## config.mk

```make
export PLATFORM = sky130hd
export DESIGN_NAME = rbsi_hitpt
export DESIGN_NICKNAME = d
export VERILOG_FILES = /design/src/sv/assert_macros.svh /design/src/sv/rbsi_pkg.sv /design/src/sv/rbsi_hitpt.sv
export SDC_FILE = /design/constraint.sdc
export NUM_CORES = 2
export LEC_CHECK = 0
export BUFFER_PORTS_ARGS = -buffer_cell sky130_fd_sc_hd__clkbuf_2
export CORE_AREA = 2 2 344 346
export CTS_BUF_LIST = sky130_fd_sc_hd__clkbuf_16
export DETAILED_ROUTE_END_ITERATION = 6
export DIE_AREA = 0 0 346 348
export GPL_TIMING_DRIVEN = 1
export PLACE_DENSITY = 0.53
export SETUP_SLACK_MARGIN = 0.05
export SYNTH_ARGS = -nofsm -noshare
export SYNTH_HDL_FRONTEND = slang
export SYNTH_SLANG_ARGS = --single-unit
```

## constraint.sdc

```tcl
create_clock -name i_clk -period 12.4 [get_ports i_clk]
set_clock_uncertainty 0.15 [all_clocks]
set_input_delay 2.48 -clock i_clk [delete_from_list [all_inputs] [get_ports i_clk]]
set_output_delay 2.48 -clock i_clk [all_outputs]
set_load 0.03 [all_outputs]
```

## src/sv/assert_macros.svh

```systemverilog
// Assertion macros shared by the ray/box intersection RTL.
// Included by files that carry concurrent checks; no other dependencies.
`ifndef ASSERT_MACROS_SVH
`define ASSERT_MACROS_SVH
`ifndef SYNTH
`define RBSI_ASSERT_IMP(lbl, clk, rstn, ante, cons) \
    lbl: assert property (@(posedge clk) disable iff (!(rstn)) (ante) |-> (cons)) \
        else $error("assertion failed");
`define RBSI_ASSERT_NXT(lbl, clk, rstn, ante, cons) \
    lbl: assert property (@(posedge clk) disable iff (!(rstn)) (ante) |=> (cons)) \
        else $error("assertion failed");
`else
`define RBSI_ASSERT_IMP(lbl, clk, rstn, ante, cons)
`define RBSI_ASSERT_NXT(lbl, clk, rstn, ante, cons)
`endif
`endif

```

## src/sv/rbsi_pkg.sv

```systemverilog
// Shared types and constants for the ray/box slab intersection block.
// No dependencies.
package rbsi_pkg;
    localparam int AXES = 3;

    // Pipeline advance control handed to the datapath submodules.
    typedef struct packed {
        logic en;
    } t_adv;
endpackage

```

## src/sv/rbsi_hitpt.sv

```systemverilog
// Hit point for one axis: origin + dir * dist, truncated and saturated.
// Two register stages (multiply, then add and clamp). Depends on rbsi_pkg.
module rbsi_hitpt #(
    parameter int W = 32,
    parameter int F = 16
) (
    input  logic                i_clk,
    input  rbsi_pkg::t_adv      i_adv,
    input  logic [W-1:0]        i_origin,
    input  logic [W-1:0]        i_dmag,
    input  logic                i_dneg,
    input  logic [W-2:0]        i_dist,
    output logic signed [W-1:0] o_coord
);
    localparam logic signed [2*W:0] SMAX = $signed({{(W+2){1'b0}}, {(W-1){1'b1}}});
    localparam logic signed [2*W:0] SMIN = $signed({{(W+2){1'b1}}, {(W-1){1'b0}}});

    logic        [2*W-2:0] r_prod;
    logic                  r_neg;
    logic signed [W-1:0]   r_org;
    logic signed [W-1:0]   r_coord;
    logic        [2*W-2:0] w_off;
    logic signed [2*W:0]   w_offs;
    logic signed [2*W:0]   w_sum;

    always_ff @(posedge i_clk) begin
        if (i_adv.en) begin
            r_prod <= (2*W-1)'(i_dmag) * (2*W-1)'(i_dist);
            r_neg  <= i_dneg;
            r_org  <= $signed(i_origin);
        end
    end

    // The magnitude is truncated before the sign is applied.
    assign w_off  = r_prod >> F;
    assign w_offs = $signed({2'b00, w_off});
    assign w_sum  = (r_neg ? -w_offs : w_offs) + (2*W+1)'(r_org);

    always_ff @(posedge i_clk) begin
        if (i_adv.en) begin
            if (w_sum > SMAX) begin
                r_coord <= W'(SMAX);
            end else if (w_sum < SMIN) begin
                r_coord <= W'(SMIN);
            end else begin
                r_coord <= W'(w_sum);
            end
        end
    end

    assign o_coord = r_coord;
endmodule

```

==> results.json <==
{
  "ys.flop_type": "edfxtp_1",
  "layout.nets": 5687,
  "setup_violations": 0,
  "hold_violations": 0,
  "first_pass_iters": 5,
  "cts-resized-gates": 0,
  "ys_top_cells_by_count": "fa_1 (866), inv_1 (841), nand2_1 (580)",
  "synth.yosys.seq_area_share": 0.08275,
  "place_congestion": 0.9275,
  "hpwl_mm": 101.4,
  "grt-busiest-layer": "met2",
  "dp_cells": 5930,
  "synth_warnings": 0,
  "grt_pass1_wl_mm": 195.8,
  "die_width_um": 346,
  "wl_per_cell_um": 21.05,
  "first_iter_violations": 2110,
  "grt_pass1_vias": 32520,
  "antenna_found_initial": 3,
  "final_cells": 5949,
  "routed_wl_mm": 125.2,
  "core_area_sq_mm": 0.1170,
  "die_area_sq_mm": 0.1204,
  "max_slew.worst_pin.slew_ps": 1160,
  "min_path_type": "reg2reg",
  "ys_async_sr_fraction": 0,
  "drive_gt1_frac": 0.05329,
  "crit_fanout": 32,
  "maxCapViolCount": 0,
  "avgSynthCellArea_sq_um": 9.143,
  "syn_area_sq_mm": 0.04064,
  "post-route-period-util": 0.9008,
  "post_cts_buffers": 0,
  "synth.most_common_cell": "fa_1",
  "status": "finished clean",
  "port_buffers": 129,
  "synth-edff-count": 112,
  "rows": 126,
  "met2_usage": 0.3441,
  "clock_path_buffers": 2,
  "rsz0062_at_grt": "no",
  "start_kind": "input port",
  "yosys_register_bits": 112,
  "cts_sinks": 112,
  "relSlewSlack": 0.2265,
  "globalRoute.totalOverflow": 0,
  "die_h_um": 348,
  "slew_violations": 0,
  "area_delta_synth_final_pct": 6.049,
  "track_usage": 0.2119,
  "synth.area.top_cells": "fa_1 (43%), ha_1 (9.8%), edfxtp_1 (8.3%)",
  "root_buffer": "clkbuf_16",
  "initial_core_util": 0.3474,
  "hold_buffers": 0,
  "dr_total_vias": 30330,
  "ys_types": 77,
  "viasPerCell": 5.098,
  "drcViolationCount": 0,
  "ant_nets": 0,
  "htree_levels": 3,
  "cp.required_ps": 12380,
  "ios": 130,
  "crit_path_end_kind": "flop",
  "yosysTopAreaCell": "fa_1",
  "clkLatencyLatePin_ps": 380,
  "fill_cells": 12040,
  "fmax_mhz": 89.53,
  "grtUsageMet1": 0.3005,
  "cts_buffers": 9,
  "fin_crit_ps": 11170,
  "synthCells": 4445,
  "grt_max_degree": 65,
  "timing.setup.tns_ps": 0,
  "syn-num-nets": 5727,
  "cts_tree": "built",
  "grt_util_met3": 0.03176,
  "path_class": "in2reg",
  "cp.arrival_ps": 11150,
  "clk_pin_slew_ps": 80,
  "yosys.area.top_type_share": 0.4266
}
[layer usage]
layer / part of all wire / vias up
met4: 0.019 / 0
met2: 0.46 / 857
met3: 0.062 / 97
li1: - / 13680
met1: 0.46 / 15700
met5: 0 / -
[final timing paths]
path | startpoint | end | slack [ps] | cells after the start
hold reg to reg | r_org[0] | o_coord[0] | 590 | 3
setup reg to reg | r_prod[28] | o_coord[13] | 2660 | 23
hold / removal | r_org[0] | o_coord[0] | 590 | 3
setup / recovery | i_dist[7] | r_prod[62] | 1230 | 28
[cell type report]
type	instances	area, sq um	share of cell area
Antenna cell	3	7.507	0.0001742
Timing Repair Buffer	200	1181	0.02740
Inverter	841	3157	0.07324
Clock inverter	7	62.56	0.001451
Sequential cell	112	3363	0.07803
Clock buffer	9	225.2	0.005225
Tap cell	1536	1922	0.04459
Multi-Input combinational cell	3241	33180	0.7699
[worst max-delay path, cell delays in order]
cell	delay, ps
clkbuf_2	470
and2_1	390
fa_1	510
fa_1	460
fa_1	550
inv_1	60
fa_1	530
inv_1	50
fa_1	510
fa_1	450
fa_1	560
inv_1	60
fa_1	530
inv_1	50
ha_1	350
nand2_1	90
o21ai_0	150
nor4_1	270
a211oi_1	120
buf_4	180
a31o_2	290
a21oi_1	520
o221ai_1	280
a31oi_1	270
o21bai_1	170
a221oi_1	440
o21ai_0	160
xnor2_1	140
[cells in the final DEF, fill, tap and decap left out, types with 7 or more instances in the layout]
master     count
or3_1         13
xor2_1        35
and3_1        15
o31ai_1       18
a31oi_1       10
nand3_1       31
nor3_1        37
a211oi_1      24
ha_1         318
nor2b_1       16
nand3b_1      34
edfxtp_1     112
nand2b_1      15
nor2_1        84
clkbuf_2     128
o31a_1        10
o41a_1         8
and2_1       525
o21a_1        17
buf_4         72
a21oi_1      115
clkbuf_16      9
o21bai_1      12
or4_1         10
xnor2_1      101
fa_1         866
nor4_1        16
nand4_1       32
o211ai_1      43
nand2_1      580
a221oi_1       7
o21ai_0       96
inv_1        841
a21o_1        57
[logic make-up after synthesis]
kind of cell	after synthesis	share of synthesized area
simple gates	1437	0.1814
fa+ha+maj	1184	0.5245
buf+inv	1092	0.1012
compound gates	476	0.07887
xor+xnor	137	0.02952
flops	112	0.08275
mux	7	0.001786
[flip-flops by register name (all words and copies together), names as in the netlist]
name,cells
r_prod,47
o_coord,32
r_org,32
r_neg,1
[stage by stage]
stage                     utilization  worst slack [ps]  instance area (sq um)  hold WS, ps
after floorplan                     -              2113                  40640        499.5
after global placement         0.3659             954.8                  42810        614.0
after detailed placement       0.3659             824.0                  42810        596.3
after CTS                      0.3684              1219                  43090        619.0
after global routing           0.3684             843.0                  43100        656.3
final                          0.3685              1230                  43100        589.0
Power is left out: the tool's default activity adds up to more than one toggle a clock period on the data nets, which glitch-free logic cannot reach.
