===== src/sv/assert_macros.svh =====
// Assertion macros shared by the ray/box intersection RTL.
// Included by files that carry concurrent checks; no other dependencies.
`ifndef ASSERT_MACROS_SVH
`define ASSERT_MACROS_SVH
`ifndef SYNTH
`define RBSI_ASSERT_IMP(lbl, clk, rstn, ante, cons) \
    lbl: assert property (@(posedge clk) disable iff (!(rstn)) (ante) |-> (cons)) \
        else $error("assertion failed");
`define RBSI_ASSERT_NXT(lbl, clk, rstn, ante, cons) \
    lbl: assert property (@(posedge clk) disable iff (!(rstn)) (ante) |=> (cons)) \
        else $error("assertion failed");
`else
`define RBSI_ASSERT_IMP(lbl, clk, rstn, ante, cons)
`define RBSI_ASSERT_NXT(lbl, clk, rstn, ante, cons)
`endif
`endif


===== src/sv/rbsi_pkg.sv =====
// Shared types and constants for the ray/box slab intersection block.
// No dependencies.
package rbsi_pkg;
    localparam int AXES = 3;

    // Pipeline advance control handed to the datapath submodules.
    typedef struct packed {
        logic en;
    } t_adv;
endpackage


===== src/sv/rbsi_div.sv =====
// Pipelined restoring divider: floor(num * 2^F / den), saturated to W-1 bits.
// One quotient bit per stage after the first. Depends on rbsi_pkg.
module rbsi_div #(
    parameter int W = 32,
    parameter int F = 16
) (
    input  logic               i_clk,
    input  rbsi_pkg::t_adv     i_adv,
    input  logic [W:0]         i_num,
    input  logic [W-1:0]       i_den,
    output logic [W-2:0]       o_quo
);
    localparam int NW  = W + 1 + F;
    localparam int CW  = 2 * W + F;
    localparam int NST = W;

    logic [NW-1:0] r_rem [NST];
    logic [W-1:0]  r_den [NST];
    logic [W-2:0]  r_quo [NST];
    logic          r_ovf [NST];

    // The first stage loads the operands and flags quotients that do not fit in W-1 bits.
    always_ff @(posedge i_clk) begin
        if (i_adv.en) begin
            r_rem[0] <= NW'(i_num) << F;
            r_den[0] <= i_den;
            r_quo[0] <= '0;
            r_ovf[0] <= (CW'(i_num) << F) >= (CW'(i_den) << (W - 1));
        end
    end

    for (genvar k = 1; k < NST; k++) begin : g_st
        logic [CW-1:0] w_sub;
        logic          w_ge;

        assign w_sub = CW'(r_den[k-1]) << (W - 1 - k);
        assign w_ge  = CW'(r_rem[k-1]) >= w_sub;

        always_ff @(posedge i_clk) begin
            if (i_adv.en) begin
                r_rem[k] <= w_ge ? NW'(CW'(r_rem[k-1]) - w_sub) : r_rem[k-1];
                r_quo[k] <= r_quo[k-1] | (w_ge ? ((W-1)'(1) << (W - 1 - k)) : '0);
                r_den[k] <= r_den[k-1];
                r_ovf[k] <= r_ovf[k-1];
            end
        end
    end

    assign o_quo = r_ovf[NST-1] ? '1 : r_quo[NST-1];
endmodule


===== config.mk =====
export PLATFORM = sky130hd
export DESIGN_NAME = rbsi_div
export DESIGN_NICKNAME = d
export VERILOG_FILES = /design/src/sv/assert_macros.svh /design/src/sv/rbsi_pkg.sv /design/src/sv/rbsi_div.sv
export SDC_FILE = /design/constraint.sdc
export NUM_CORES = 2
export LEC_CHECK = 0
export BUFFER_PORTS_ARGS = -buffer_cell sky130_fd_sc_hd__buf_2
export CAP_MARGIN = 5
export CORE_MARGIN = 3
export CORE_UTILIZATION = 45
export DETAILED_ROUTE_END_ITERATION = 12
export MAX_ROUTING_LAYER = met4
export PLACE_DENSITY = 0.62
export SYNTH_ARGS = -nofsm -noshare
export SYNTH_HDL_FRONTEND = slang
export SYNTH_SLANG_ARGS = --single-unit

===== constraint.sdc =====
create_clock -name i_clk -period 4.38 [get_ports i_clk]
set_clock_uncertainty 0.2 [all_clocks]
set_input_delay 0 -clock i_clk [delete_from_list [all_inputs] [get_ports i_clk]]
set_output_delay 0 -clock i_clk [all_outputs]
set_load 0.05 [all_outputs]

==> results_dict.tcl <==
set metrics [dict create \
    placement_rows 204 \
    grt_start_max_net_pins 126 \
    cts.reportedPaths.clkPinSlew_ns 0.06 \
    final_min_period_over_clock_period_pct 96.91 \
    wl_um 337900 \
    grt_first_pass_wirelength_um 520400 \
    timing.critical_path.slowest_stage_cell "sky130_fd_sc_hd__a2111oi_0" \
    irDropWorstVdd_uv 317.5 \
    syn-cell-area_mm2 0.1399 \
    yosysWarningCount 0 \
    drc 0 \
    global_route.usage.total_pct 21.30 \
    outcome "completed" \
    gp_congestion 0.9776 \
    final_hold_violating_endpoints 0 \
    die_width_um 563.5 \
    leakagePower_uw 0.06374 \
    worst-slew-pin-transition_ns 0.9828 \
    utilization_after_layout_pct 51.28 \
    slowest_delay_ns 0.89 \
    worst_setup_path_start_kind "flop" \
    synth_async_sr_flop_share_pct 0 \
    slew_headroom_pct 32.78 \
    yosys_register_bits 2663 \
    vias 92866 \
    grt_antenna_before_repair 9 \
    filler_cell_count 26611 \
    grt_pass1_vias 89941 \
    sinks_on_the_clock_net 2663 \
    finalCriticalPeriod_ns 4.245 \
    placement.setup.worst_slack_ns 0.1050 \
    highest_achievable_clock_rate_ghz 0.2356 \
    post_synth_and_or_nand_nor_area_fraction_pct 9.428 \
    synth_cells 11870 \
    non_filler_cells_final 16789 \
    ioPinCount 98 \
    source_of_the_critical_timing_path "r_den[1][160]" \
    area_of_the_die_mm2 0.3175 \
    cp_data_required_time_ns 4.81 \
    hold_path_class "in -> reg" \
    final_nets 13433 \
    crit_path_cell_trace "inv_1 -> fa_1 -> a21o_1 -> a21oi_1 -> o21ai_0 -> a31o_2 -> a21o_1 -> a2111oi_0 -> o2111ai_1 -> a31oi_1 -> xor2_1 -> o21ai_0" \
    ant_nets 0 \
    avgRoutedWirePerCell_um 20.12 \
    cts.path.max_buffers 4 \
    post_synth.cell_area_avg_um2 11.78 \
    yosys.cell_types.count 104 \
    end_kind "flop" \
    detail_route.iter0.violations 8314 \
    regToRegSetupSlack_ns 0.14 \
    regToRegEndpoint "r_rem[22][31]" \
    effective_utilization_at_floorplan_pct 45.24 \
    synth.mux.area_fraction_pct 2.161 \
    tritoncts "built" \
    cts_htree_levels 5 \
    sequential_element_share_of_the_synthesized_area_pct 57.18 \
    port_buffers 97 \
    fraction_of_the_mapped_netlist_area_in_compound_gates_pct 13.25 \
    postLayoutSetupSlackWorst_ns 0.1352 \
    synth_xor_area_share_pct 5.449 \
    finalSetupViolations 0 \
    timing.critical_path.fanout_max 3 \
    grt.overflow.total 0 \
    synthesis_to_finish_area_growth_pct 13.35 \
    post_route_worst_hold_slack_ns 0.08656 \
    placed_cells_incl_taps 16094 \
    buffer_cell_driving_the_clock_tree_root "sky130_fd_sc_hd__clkbuf_16" \
    hpwl_um 252500 \
    pwr_density_cell_mw_per_mm2 576.8 \
    die_boundary_height_um 563.5 \
    drt-vias-per-instance 5.531 \
    firstDrtPassIters 7 \
    timing.reg2reg.worst_path_depth 12 \
    core_box_area_mm2 0.3091 \
    cap_viol_max_count 0 \
    numCtsBuffers 302 \
    timing.final.max_slew_violations 0 \
    synth_enable_flop_cells 2663 \
    r2r_start "r_den[1][160]" \
    criticalPathCategory "reg -> reg" \
    worst_ep_arrival_time_ns 4.67 \
    synth_adder_area_share_pct 8.643 \
    drive_gt1_share_pct 9.540 \
    synth_top_family_by_area "compound AO/OA/AOI/OAI gates" \
    worst_setup_path_endpoint "r_rem[22][31]" \
    worst_skew_pair.late_latency_ns 0.93 \
    synth-main-ff-cell "sky130_fd_sc_hd__edfxtp_1" \
    synth_fp_nets 12885 \
]
## where the power goes
group / leakage, uW / switching [uW] / total [uW] / internal, uW
logic: 0.0331 / 16800 / 29600 / 12800
clock network: 0.00473 / 10500 / 25000 / 14400
registers: 0.0259 / 3000 / 36800 / 33800
## synthesized netlist by cell type, types with 100 or more instances
library cell	n	area (um^2)
sky130_fd_sc_hd__a21o_1	495	3716
sky130_fd_sc_hd__a21oi_1	943	4720
sky130_fd_sc_hd__o21a_1	106	795.8
sky130_fd_sc_hd__nand2_1	834	3131
sky130_fd_sc_hd__inv_1	1162	4362
sky130_fd_sc_hd__nand4_1	158	988.5
sky130_fd_sc_hd__edfxtp_1	2663	79970
sky130_fd_sc_hd__nand2b_1	136	850.8
sky130_fd_sc_hd__o21bai_1	103	773.2
sky130_fd_sc_hd__clkbuf_1	207	777.0
sky130_fd_sc_hd__nor2_1	689	2586
sky130_fd_sc_hd__ha_1	918	11490
sky130_fd_sc_hd__nor4_1	100	625.6
sky130_fd_sc_hd__nor2b_1	125	782.0
sky130_fd_sc_hd__xnor2_1	515	4511
sky130_fd_sc_hd__mux2_2	209	2354
sky130_fd_sc_hd__xor2_1	355	3109
sky130_fd_sc_hd__nand3_1	202	1011
sky130_fd_sc_hd__o21ai_0	723	3618
sky130_fd_sc_hd__nor3_1	156	780.8
## flip-flops by register name (all words and copies together) (netlist names)
signal and flops:
r_rem 1143, r_ovf 32, r_den 992, r_quo 496
## kinds of logic (layout without fill, tap and decap cells)
logic type / after synthesis / after routing
adder cells (fa/ha/maj): 948 / 948
AO/OA/AOI/OAI: 2958 / 2958
flip-flops: 2663 / 2663
AND/OR/NAND/NOR: 2742 / 2742
other: 0 / 6
buffers and inverters: 1428 / 2221
XOR/XNOR: 870 / 870
multiplexers: 261 / 261
## per-layer routing
layer | GRT usage (%) | part of all wire [%] | vias to the layer above
met5 | - | 0 | -
met4 | 4.548 | 2.0 | 0
met3 | 3.358 | 6.0 | 458
met2 | 32.67 | 46 | 2452
met1 | 29.97 | 46 | 45226
li1 | - | - | 44730
## stage by stage
| stage | power (uW) | cell area [um^2] | setup TNS (ns) |
|---|---|---|---|
| global placement | 65830 | 147200 | 0 |
| CTS | 91950 | 158300 | 0 |
| finish | 91430 | 158500 | 0 |
| floorplan | 57260 | 139900 | 0 |
| global route | 96860 | 158500 | -0.03331 |
| detailed placement | 66310 | 147200 | 0 |
## worst min-delay path by stage
stage	from	to	slack (ns)	cells after the start
after floorplan	i_den[0]	r_den[0][0]	-0.10	0
after global placement	i_den[14]	r_den[0][14]	-0.009	1
after detailed placement	i_den[6]	r_den[0][6]	-0.007	1
after CTS	i_den[15]	r_ovf[0][0]	0.002	6
after global routing	i_den[1]	r_den[0][1]	0.08	3
final	i_den[15]	r_ovf[0][0]	0.09	6
## what timing repair did
item | 4_1_cts | 5_1_grt
hold buffers | 131 | 0
hold endpoints to repair | 1807 | 0
setup endpoints to repair | 0 | 106
setup buffers | 0 | 8
gates resized for setup | 0 | 22
## cells in the final DEF, fill, tap and decap left out, types with 103 or more instances in the layout
cell / Yosys / routed
sky130_fd_sc_hd__a21o_1: 495 / 494
sky130_fd_sc_hd__o21bai_1: 103 / 103
sky130_fd_sc_hd__nand2_1: 834 / 834
sky130_fd_sc_hd__o21ai_0: 723 / 721
sky130_fd_sc_hd__inv_1: 1162 / 1162
sky130_fd_sc_hd__o21a_1: 106 / 106
sky130_fd_sc_hd__ha_1: 918 / 918
sky130_fd_sc_hd__clkbuf_16: 0 / 308
sky130_fd_sc_hd__nor2_1: 689 / 688
sky130_fd_sc_hd__nor2b_1: 125 / 125
sky130_fd_sc_hd__edfxtp_1: 2663 / 2663
sky130_fd_sc_hd__buf_4: 1 / 223
sky130_fd_sc_hd__xor2_1: 355 / 355
sky130_fd_sc_hd__a21oi_1: 943 / 939
sky130_fd_sc_hd__nand2b_1: 136 / 136
sky130_fd_sc_hd__mux2_2: 209 / 209
sky130_fd_sc_hd__nand4_1: 158 / 158
sky130_fd_sc_hd__xnor2_1: 515 / 515
sky130_fd_sc_hd__dlygate4sd3_1: 0 / 131
sky130_fd_sc_hd__nand3_1: 202 / 202
sky130_fd_sc_hd__nor3_1: 156 / 156
## final cells by class
type	instances	area (um^2)	share of cell area, %
antenna	6	15.01	0.009472
sequential	2663	79970	50.45
clock inverter	190	1879	1.186
tap	4120	5155	3.252
multi-input combinational	7779	54650	34.48
inverter	1165	4373	2.759
clock buffer	359	7878	4.969
timing repair buffer	507	4603	2.904
## critical path: cells and delay by family (launching register included)
| kind | cells | cell delay, ns |
|---|---|---|
| buffers and inverters | 1 | 0.10 |
| adders and majority gates | 1 | 0.46 |
| xor gates and xnor gates | 1 | 0.16 |
| AOI/OAI and AO/OA | 9 | 2.71 |
| DFF | 1 | 0.38 |
Power figures use the tool's default switching activity.
